`src/rtl/core/mlfq_scheduler_with_aging_defines.svh`:
```
// assertion macros for the scheduler
`ifndef MLFQ_SCHEDULER_WITH_AGING_DEFINES_SVH
`define MLFQ_SCHEDULER_WITH_AGING_DEFINES_SVH
`define MLFQ_ASSERT(label, clk, rst_n, prop, msg) \
  label: assert property (@(posedge clk) disable iff (!rst_n) (prop)) else $error(msg);
`define MLFQ_ASSERT_RST(label, clk, prop, msg) \
  label: assert property (@(posedge clk) (prop)) else $error(msg);
`endif

```
`src/rtl/core/mlfq_pkg.sv`:
```
// ----------------------------------------------------------------------------
// mlfq_pkg
// types and constants shared by the scheduler core
// ----------------------------------------------------------------------------
`default_nettype none
package mlfq_pkg;
  localparam int TASK_SLOTS = 16;
  localparam int SLOT_W = $clog2(TASK_SLOTS);
  localparam int CNT_W = $clog2(TASK_SLOTS + 1);
  localparam int LEVELS = 3;

  localparam logic [2:0] ST_ADDED = 3'd0;
  localparam logic [2:0] ST_FULL = 3'd1;
  localparam logic [2:0] ST_REQUEUED = 3'd2;
  localparam logic [2:0] ST_FINISHED = 3'd3;
  localparam logic [2:0] ST_IDLE = 3'd4;

  localparam logic [1:0] REG_Q0 = 2'd0;
  localparam logic [1:0] REG_Q1 = 2'd1;
  localparam logic [1:0] REG_Q2 = 2'd2;
  localparam logic [1:0] REG_AGE = 2'd3;

  localparam logic [15:0] Q0_RESET = 16'd2;
  localparam logic [15:0] Q1_RESET = 16'd4;
  localparam logic [15:0] Q2_RESET = 16'd1000;
  localparam logic [15:0] AGE_RESET = 16'd8;

  localparam logic OP_ADD = 1'b0;
  localparam logic OP_RUN = 1'b1;

  typedef struct packed {
    logic        op;
    logic [15:0] burst_len;
    logic [7:0]  task_tag;
  } in_item_t;

  typedef struct packed {
    logic [2:0]  status;
    logic [3:0]  task_slot;
    logic [7:0]  tag_out;
    logic [1:0]  level_run;
    logic [15:0] run_time;
    logic [15:0] remaining_after;
    logic [4:0]  promoted_count;
    logic [31:0] elapsed_time;
  } out_item_t;

  // task record passed along the chain
  typedef struct packed {
    logic              used;
    logic [15:0]       remaining;
    logic [1:0]        level;
    logic [15:0]       waiting;
    logic [7:0]        label;
    logic [CNT_W-1:0]  seq;
  } task_t;

  // queue rank closed up behind a promoted task
  typedef struct packed {
    logic              vld;
    logic [1:0]        level;
    logic [CNT_W-1:0]  seq;
  } close_t;
endpackage
`default_nettype wire

```
`src/rtl/core/mlfq_cell.sv`:
```
// ----------------------------------------------------------------------------
// mlfq_cell
// one task slot of the rotating slot chain, closes queue ranks on the way
// ----------------------------------------------------------------------------
`default_nettype none
module mlfq_cell import mlfq_pkg::*; (
  input  wire logic   clk_i,
  input  wire logic   rst_ni,
  input  wire logic   shift_i,
  input  wire logic   load_i,
  input  wire task_t  load_rec_i,
  input  wire task_t  rec_i,
  input  wire close_t close_i,
  output task_t       rec_o
);
  task_t rec_q, rec_d;

  always_comb begin
    rec_d = rec_i;
    if (close_i.vld && rec_i.used && rec_i.level == close_i.level &&
        rec_i.seq > close_i.seq) begin
      rec_d.seq = rec_i.seq - CNT_W'(1);
    end
  end

  always_ff @(posedge clk_i or negedge rst_ni) begin
    if (!rst_ni) begin
      rec_q <= '0;
    end else if (load_i) begin
      rec_q <= load_rec_i;
    end else if (shift_i) begin
      rec_q <= rec_d;
    end
  end
  assign rec_o = rec_q;
endmodule
`default_nettype wire

```
`src/rtl/core/mlfq_scheduler_with_aging.sv`:
```
// ----------------------------------------------------------------------------
// mlfq_scheduler_with_aging
// three-level feedback-queue scheduler with aging over a ring of slot cells
// ----------------------------------------------------------------------------
// The slot records sit in a ring of cells that rotates once per pass; the
// record at the tap is examined and updated: one pass finds the free slot or
// the queue head, a second pass (dispatch only) ages and promotes in slot
// order, and the fix state then files the dispatched task. A dispatch with
// nothing ready skips the passes and goes straight to its result. Queue order
// is kept as a per-level rank in each record. One item is worked at a time;
// its result waits in an output register, and a result not yet taken holds
// the next item in its done state. Configuration writes go ahead of a new
// item when both are offered.
`default_nettype none
module mlfq_scheduler_with_aging import mlfq_pkg::*; (
  input  wire logic      clk_i,
  input  wire logic      rst_ni,
  input  wire logic      in_valid_i,
  output logic           in_ready_o,
  input  wire in_item_t  in_data_i,
  output logic           out_valid_o,
  input  wire logic      out_ready_i,
  output out_item_t      out_data_o,
  input  wire logic      cfg_valid_i,
  output logic           cfg_ready_o,
  input  wire logic [1:0]  cfg_index_i,
  input  wire logic [15:0] cfg_data_i
);
`include "mlfq_scheduler_with_aging_defines.svh"

  typedef enum logic [4:0] {
    S_IDLE = 5'b00001, S_FIND = 5'b00010, S_AGE = 5'b00100,
    S_FIX = 5'b01000, S_DONE = 5'b10000
  } state_e;

  state_e state_q, state_d;
  logic [15:0] q0_q, q0_d, q1_q, q1_d, q2_q, q2_d, age_q, age_d;
  logic [31:0] elapsed_q, elapsed_d;
  logic [CNT_W-1:0] cnt_q [LEVELS];
  logic [CNT_W-1:0] cnt_d [LEVELS];
  logic [SLOT_W-1:0] pos_q, pos_d;
  in_item_t item_q, item_d;
  logic found_q, found_d;
  logic [SLOT_W-1:0] sel_q, sel_d;
  logic [1:0] lvl_q, lvl_d;
  logic [15:0] run_q, run_d;
  task_t sel_rec_q, sel_rec_d;
  logic [4:0] prom_q, prom_d;
  out_item_t res_q, res_d;
  logic res_v_q, res_v_d;

  task_t chain [TASK_SLOTS];
  task_t tap, tap_new, load_rec;
  close_t close_bc;
  logic shift, load_en;

  // cells, chain index 0 is the tap; rotation by one each shift
  for (genvar g = 0; g < TASK_SLOTS; g++) begin : g_cell
    task_t next_rec;
    if (g == TASK_SLOTS - 1) begin : g_last
      assign next_rec = tap_new;
    end else begin : g_mid
      assign next_rec = chain[g + 1];
    end
    mlfq_cell u_cell (
      .clk_i(clk_i), .rst_ni(rst_ni), .shift_i(shift),
      .load_i(load_en && (sel_q == SLOT_W'(g))), .load_rec_i(load_rec),
      .rec_i(next_rec), .close_i(close_bc),
      .rec_o(chain[g]));
  end
  assign tap = chain[0];

  logic last, none_ready;
  logic [1:0] lvl_pick, lvl_next;
  assign last = pos_q == SLOT_W'(TASK_SLOTS - 1);
  assign none_ready = (cnt_q[0] == '0) && (cnt_q[1] == '0) && (cnt_q[2] == '0);
  assign lvl_pick = (cnt_q[0] != '0) ? 2'd0 : ((cnt_q[1] != '0) ? 2'd1 : 2'd2);
  assign lvl_next = (lvl_q == 2'd2) ? 2'd2 : lvl_q + 2'd1;

  logic [16:0] wsum;
  logic [15:0] wsat;
  always_comb begin
    wsum = {1'b0, tap.waiting} + {1'b0, run_q};
    wsat = wsum[16] ? 16'hFFFF : wsum[15:0];
  end
  logic [15:0] quant, run_new;
  always_comb begin
    unique case (lvl_q)
      2'd0: quant = q0_q;
      2'd1: quant = q1_q;
      default: quant = q2_q;
    endcase
  end
  assign run_new = (tap.remaining < quant) ? tap.remaining : quant;

  always_comb begin
    state_d = state_q;
    q0_d = q0_q; q1_d = q1_q; q2_d = q2_q; age_d = age_q;
    elapsed_d = elapsed_q;
    cnt_d = cnt_q;
    pos_d = pos_q; item_d = item_q; found_d = found_q; sel_d = sel_q;
    lvl_d = lvl_q; run_d = run_q; sel_rec_d = sel_rec_q; prom_d = prom_q;
    res_d = res_q; res_v_d = res_v_q;
    tap_new = tap;
    close_bc = '0;
    load_rec = sel_rec_q;
    load_en = 1'b0;
    shift = 1'b0;
    if (out_valid_o && out_ready_i) res_v_d = 1'b0;
    if (cfg_valid_i && cfg_ready_o) begin
      unique case (cfg_index_i)
        REG_Q0: q0_d = cfg_data_i;
        REG_Q1: q1_d = cfg_data_i;
        REG_Q2: q2_d = cfg_data_i;
        REG_AGE: age_d = cfg_data_i;
      endcase
    end
    unique case (state_q)
      S_IDLE: begin
        pos_d = '0; found_d = 1'b0; prom_d = '0;
        if (in_valid_i && in_ready_o) begin
          item_d = in_data_i;
          lvl_d = lvl_pick;
          state_d = (in_data_i.op == OP_RUN && none_ready) ? S_DONE : S_FIND;
        end
      end
      S_FIND: begin
        shift = 1'b1;
        pos_d = pos_q + SLOT_W'(1);
        if (item_q.op == OP_ADD) begin
          if (!tap.used && !found_q) begin
            found_d = 1'b1; sel_d = pos_q;
            tap_new = '{used: 1'b1, remaining: item_q.burst_len, level: 2'd0,
                        waiting: 16'd0, label: item_q.task_tag, seq: cnt_q[0]};
          end
        end else if (tap.used && tap.level == lvl_q) begin
          tap_new.seq = tap.seq - CNT_W'(1);
          if (tap.seq == '0) begin
            found_d = 1'b1; sel_d = pos_q; run_d = run_new;
            sel_rec_d = tap;
            sel_rec_d.remaining = tap.remaining - run_new;
          end
        end
        if (last) begin
          pos_d = '0;
          if (item_q.op == OP_ADD) begin
            if (found_d) cnt_d[0] = cnt_q[0] + CNT_W'(1);
            state_d = S_DONE;
          end else begin
            for (int l = 0; l < LEVELS; l++) begin
              if (lvl_q == 2'(l)) cnt_d[l] = cnt_q[l] - CNT_W'(1);
            end
            state_d = S_AGE;
          end
        end
      end
      S_AGE: begin
        shift = 1'b1;
        pos_d = pos_q + SLOT_W'(1);
        if (tap.used && pos_q != sel_q) begin
          tap_new.waiting = wsat;
          if (tap.level != 2'd0 && wsat >= age_q) begin
            tap_new.level = 2'd0;
            tap_new.waiting = 16'd0;
            tap_new.seq = cnt_q[0];
            close_bc = '{vld: 1'b1, level: tap.level, seq: tap.seq};
            cnt_d[0] = cnt_q[0] + CNT_W'(1);
            for (int l = 1; l < LEVELS; l++) begin
              if (tap.level == 2'(l)) cnt_d[l] = cnt_q[l] - CNT_W'(1);
            end
            prom_d = prom_q + 5'd1;
          end
        end
        if (last) begin
          pos_d = '0;
          elapsed_d = elapsed_q + {16'd0, run_q};
          state_d = S_FIX;
        end
      end
      S_FIX: begin
        load_en = 1'b1;
        if (sel_rec_q.remaining == 16'd0) begin
          load_rec.used = 1'b0;
        end else begin
          load_rec.level = lvl_next;
          for (int l = 0; l < LEVELS; l++) begin
            if (lvl_next == 2'(l)) begin
              load_rec.seq = cnt_q[l];
              cnt_d[l] = cnt_q[l] + CNT_W'(1);
            end
          end
        end
        state_d = S_DONE;
      end
      S_DONE: begin
        if (!res_v_q || out_ready_i) begin
          res_v_d = 1'b1;
          state_d = S_IDLE;
          res_d = '0;
          res_d.elapsed_time = elapsed_q;
          if (item_q.op == OP_ADD) begin
            if (found_q) begin
              res_d.status = ST_ADDED;
              res_d.task_slot = 4'(sel_q);
              res_d.tag_out = item_q.task_tag;
              res_d.remaining_after = item_q.burst_len;
            end else begin
              res_d.status = ST_FULL;
            end
          end else if (found_q) begin
            res_d.status = (sel_rec_q.remaining == 16'd0) ? ST_FINISHED : ST_REQUEUED;
            res_d.task_slot = 4'(sel_q);
            res_d.tag_out = sel_rec_q.label;
            res_d.level_run = lvl_q;
            res_d.run_time = run_q;
            res_d.remaining_after = sel_rec_q.remaining;
            res_d.promoted_count = prom_q;
          end else begin
            res_d.status = ST_IDLE;
          end
        end
      end
      default: state_d = S_IDLE;
    endcase
  end

  always_ff @(posedge clk_i or negedge rst_ni) begin
    if (!rst_ni) begin
      state_q <= S_IDLE;
      q0_q <= Q0_RESET; q1_q <= Q1_RESET; q2_q <= Q2_RESET; age_q <= AGE_RESET;
      elapsed_q <= '0;
      cnt_q <= '{default: '0};
      pos_q <= '0; item_q <= '0; found_q <= 1'b0; sel_q <= '0;
      lvl_q <= '0; run_q <= '0; sel_rec_q <= '0; prom_q <= '0;
      res_q <= '0; res_v_q <= 1'b0;
    end else begin
      state_q <= state_d;
      q0_q <= q0_d; q1_q <= q1_d; q2_q <= q2_d; age_q <= age_d;
      elapsed_q <= elapsed_d;
      cnt_q <= cnt_d;
      pos_q <= pos_d; item_q <= item_d; found_q <= found_d; sel_q <= sel_d;
      lvl_q <= lvl_d; run_q <= run_d; sel_rec_q <= sel_rec_d; prom_q <= prom_d;
      res_q <= res_d; res_v_q <= res_v_d;
    end
  end

  assign in_ready_o = (state_q == S_IDLE) && !cfg_valid_i;
  assign cfg_ready_o = (state_q == S_IDLE);
  assign out_valid_o = res_v_q;
  assign out_data_o = res_q;

  `MLFQ_ASSERT(a_out_hold, clk_i, rst_ni, out_valid_o && !out_ready_i |=> out_valid_o, "result dropped")
  `MLFQ_ASSERT(a_out_stable, clk_i, rst_ni, out_valid_o && !out_ready_i |=> $stable(out_data_o), "result changed")
  `MLFQ_ASSERT(a_no_accept_busy, clk_i, rst_ni, state_q != S_IDLE |-> !in_ready_o, "accept while busy")
  `MLFQ_ASSERT(a_cfg_idle, clk_i, rst_ni, cfg_ready_o |-> state_q == S_IDLE, "config while busy")
endmodule
`default_nettype wire
```
`config.mk`:
```
export PLATFORM = sky130hd
export DESIGN_NAME = mlfq_scheduler_with_aging
export DESIGN_NICKNAME = d
export VERILOG_FILES = /design/src/rtl/core/mlfq_pkg.sv /design/src/rtl/core/mlfq_cell.sv /design/src/rtl/core/mlfq_scheduler_with_aging.sv
export VERILOG_INCLUDE_DIRS = /design/src /design/src/rtl/core
export SDC_FILE = /design/constraint.sdc
export NUM_CORES = 2
export LEC_CHECK = 0
export BUFFER_PORTS_ARGS = -buffer_cell sky130_fd_sc_hd__buf_2
export CAP_MARGIN = 20
export CORE_UTILIZATION = 30
export CTS_BUF_LIST = sky130_fd_sc_hd__clkbuf_8
export DETAILED_ROUTE_END_ITERATION = 7
export PLACE_DENSITY_LB_ADDON = 0.25
export SYNTH_ARGS = -nofsm -noshare
export SYNTH_HDL_FRONTEND = slang
export SYNTH_SLANG_ARGS = --single-unit
```
`constraint.sdc`:
```
create_clock -name clk_i -period 20.3 [get_ports clk_i]
set_input_delay 3.045 -clock clk_i [delete_from_list [all_inputs] [get_ports clk_i]]
set_output_delay 3.045 -clock clk_i [all_outputs]
set_load 0.005 [all_outputs]
```
==> results.yml <==
detailed_routing:
  dr.pass1.iters: 6
  vias_per_cell: 5.253
  wirelength_mm: 169.8
  antenna_left: 0
  drc: 0
  wl_per_cell_um: 21.23
  via_count: 41999
  drtIter0Drc: 3424
final_layout:
  fin_util_pct: 34.20
  fin_cells: 7995
  fin_nets: 5752
  area_growth_syn_to_layout_pct: 13.04
  fin_area_mm2: 0.05958
  layout-drive-gt1-share_pct: 12.64
timing:
  maxSlewHeadroom_pct: 19.81
  finalCriticalPeriod_ps: 7838
  fin_crit_sh_pct: 38.61
  rsz0062_at_grt: "no"
  fmax_mhz: 127.6
  worstMarginPinSlew_ps: 1203
  hold_ws_ps: 467.5
  setup_tns_ps: 0
  worst_slack_ps: 12460
  slew_viol_final: 0
  skew_ps: 58.76
  setup_viol: 0
  finalHoldViolCount: 0
pwr:
  p_sw_share_pct: 38.24
  p_switching_mw: 2.652
  p_total_mw: 6.935
  leakagePower_nw: 29.04
  p_seq_share_pct: 42.4
  irDropWorstVdd_mv: 0.1113
  power.density_mw_per_mm2: 116.4
  p_int_mw: 4.283
  power_frac_comb_pct: 27.9
  clkPwrFrac_pct: 29.7
die:
  core_mm2: 0.1742
  ios: 137
  rows: 153
  start_util_pct: 30.26
  die_y_um: 421.2
  dieArea_mm2: 0.1774
  die_w_um: 421.2
placement:
  placed_cell_area_mm2: 0.05572
  place_inst: 7657
  gp_congestion: 0.8546
  dp_slack_ps: 12420
  portBuffers: 136
  hpwl_mm: 105.2
setup_path:
  r2r-start: "run_q[0]"
  cp-startpoint: "run_q[0]"
  start_kind: "flip-flop"
  end_kind: "flip-flop"
  path_class: "flip-flop to flip-flop"
  worstPathMaxFanout: 31
  cp_data_arrival_time_ps: 8650
  crit_required_ps: 21110
synth:
  yosys.area.top_type: "dfrtp_1"
  async_flop_share_pct: 100.0
  syn_inst: 5526
  postSynthAreaPerCell_um2: 9.538
  yosysMostFrequentCell: "nand2_1"
  synth_nets: 5761
  yosysUniqueCellTypes: 80
  ys_top_cells_by_count: "nand2_1, dfrtp_1, a22oi_1"
  synth_top_area_share_pct: 50.61
  synth_area_mm2: 0.05271
  netlist_top_cells_area: "dfrtp_1, nand2_1, a22oi_1, ha_1, clkbuf_1"
  yosysSeqAreaShare_pct: 51.11
  synth_edf_count: 0
  synth_seq_cells: 1076
  dominantRegCellSynth: "dfrtp_1"
  yosysWarnings: 0
cts:
  clk_latency_ps: 950
  numCtsBuffers: 183
  cts_setup_buffers: 0
  hold_buffers: 0
  h-tree-depth: 4
  clkTransAtPathRegs_ps: 60
  cts.repair.resized: 0
  cts_sinks: 1076
  tritoncts: "yes"
  ctsLongestPathBuffers: 3
  cts_root_buf: "clkbuf_8"
status:
  status: "finished clean"
global_routing:
  grt_pass1_wl_mm: 262.6
  grt_max_degree: 189
  grt_antenna_before_repair: 4
  grt_pass1_vias: 42831
  grtUsageTotal_pct: 18.89
  overflow: 0
worst_hold_path:
  min_from: "sel_rec_q[47]"
  hold_path_class: "flip-flop to flip-flop"
run:
  cap_violations: 0
==> power by group through the flow <==
stage,clock [mW],combinational [mW],sequential [mW]
6_report,2.06,1.94,2.94
3_5_place_dp,0,1.94,2.98
3_3_place_gp,0,1.92,2.97
2_1_floorplan,0,1.30,2.85
5_1_grt,2.21,2.15,3.00
4_1_cts,2.12,1.95,2.94
==> cell families (layout without fill, tap and decap cells) <==
| logic type | Yosys count | after routing | share of synthesized area, % |
|---|---|---|---|
| fa+ha+maj | 187 | 187 | 4.482 |
| compound gates | 1337 | 1337 | 17.64 |
| buf+inv | 530 | 669 | 3.907 |
| simple gates | 2050 | 2050 | 16.39 |
| xor+xnor | 154 | 154 | 2.559 |
| flops | 1076 | 1076 | 51.11 |
| other cells | 0 | 5 | 0 |
| mux | 192 | 192 | 3.917 |
==> layout make-up <==
| class | count | area [um^2] |
|---|---|---|
| clock buffer | 237 | 3262 |
| antenna | 5 | 12.51 |
| tap | 2325 | 2909 |
| clock inverter | 96 | 590.6 |
| multi-input combinational | 3920 | 24040 |
| timing repair buffer | 231 | 1436 |
| sequential | 1076 | 26940 |
| fill | 18008 | 114600 |
| inverter | 105 | 394.1 |
==> cells in the final DEF, fill, tap and decap left out, drive strengths merged, types with 24 or more instances in the layout <==
| cell | synthesis | routed |
|---|---|---|
| inv | 104 | 176 |
| xnor2 | 83 | 83 |
| a22oi | 660 | 660 |
| nor2b | 26 | 26 |
| o21ai | 266 | 266 |
| o31ai | 30 | 30 |
| o221ai | 58 | 58 |
| clkbuf | 355 | 237 |
| nor3 | 40 | 40 |
| nand2b | 24 | 24 |
| dfrtp | 1066 | 1066 |
| buf | 70 | 231 |
| a22o | 40 | 40 |
| nor2 | 144 | 144 |
| nand3 | 113 | 113 |
| mux2 | 114 | 114 |
| a21oi | 116 | 116 |
| mux2i | 78 | 78 |
| or3 | 25 | 25 |
| nand2 | 1549 | 1549 |
| xor2 | 71 | 71 |
| ha | 184 | 184 |
==> registers in the layout, indices dropped and copies added (netlist names), 4 cells and up <==
register and flops:
item_q 25, cnt_q 15, sel_q 4, q2_q 16
g_cell.u_cell.rec_o 768, age_q 16, q0_q 16, sel_rec_q 8
out_data_o 86, prom_q 5, load_rec 40, elapsed_q 32
q1_q 16, pos_q 4, state_q 5, run_q 16
==> path summary, 6_finish.rpt <==
check / to / slack (ps) / cells past startpoint
setup / recovery: g_cell[1].u_cell.rec_o[1] / 12460 / 25
hold / removal: sel_rec_q[47] / 470 / 1
setup reg to reg: g_cell[1].u_cell.rec_o[1] / 12460 / 25
hold reg to reg: sel_rec_q[47] / 470 / 1
max in group asynchronous: g_cell[15].u_cell.rec_o[7] / 13640 / 6
min in group asynchronous: cnt_q[5] / 2170 / 1
==> worst max-delay path: stages, from the launching register on <==
cell,delay (ps)
dfrtp_1,440
ha_1,260
fa_1,420
a21o_1,250
a2111oi_4,400
o211ai_2,140
o22ai_2,220
o21ai_2,260
or4_4,610
ha_1,330
nand4_1,180
a2111oi_4,250
a21oi_2,90
buf_4,250
nor3_4,310
buf_4,450
nand2_1,630
ha_1,540
nor2b_1,130
o21ai_0,140
nand2b_1,80
a21oi_1,190
nor2b_1,70
o211ai_1,580
nor3_1,100
a311o_1,350
==> routing by layer <==
metal	routed length, um	track usage, %	vias to the layer above
met2	79020	30.26	1024
li1	-	-	19386
met1	77080	25.50	21278
met3	8230	3.218	311
met5	0	0	-
met4	5426	6.988	0
No activity file was read; power rests on OpenSTA's default activity.
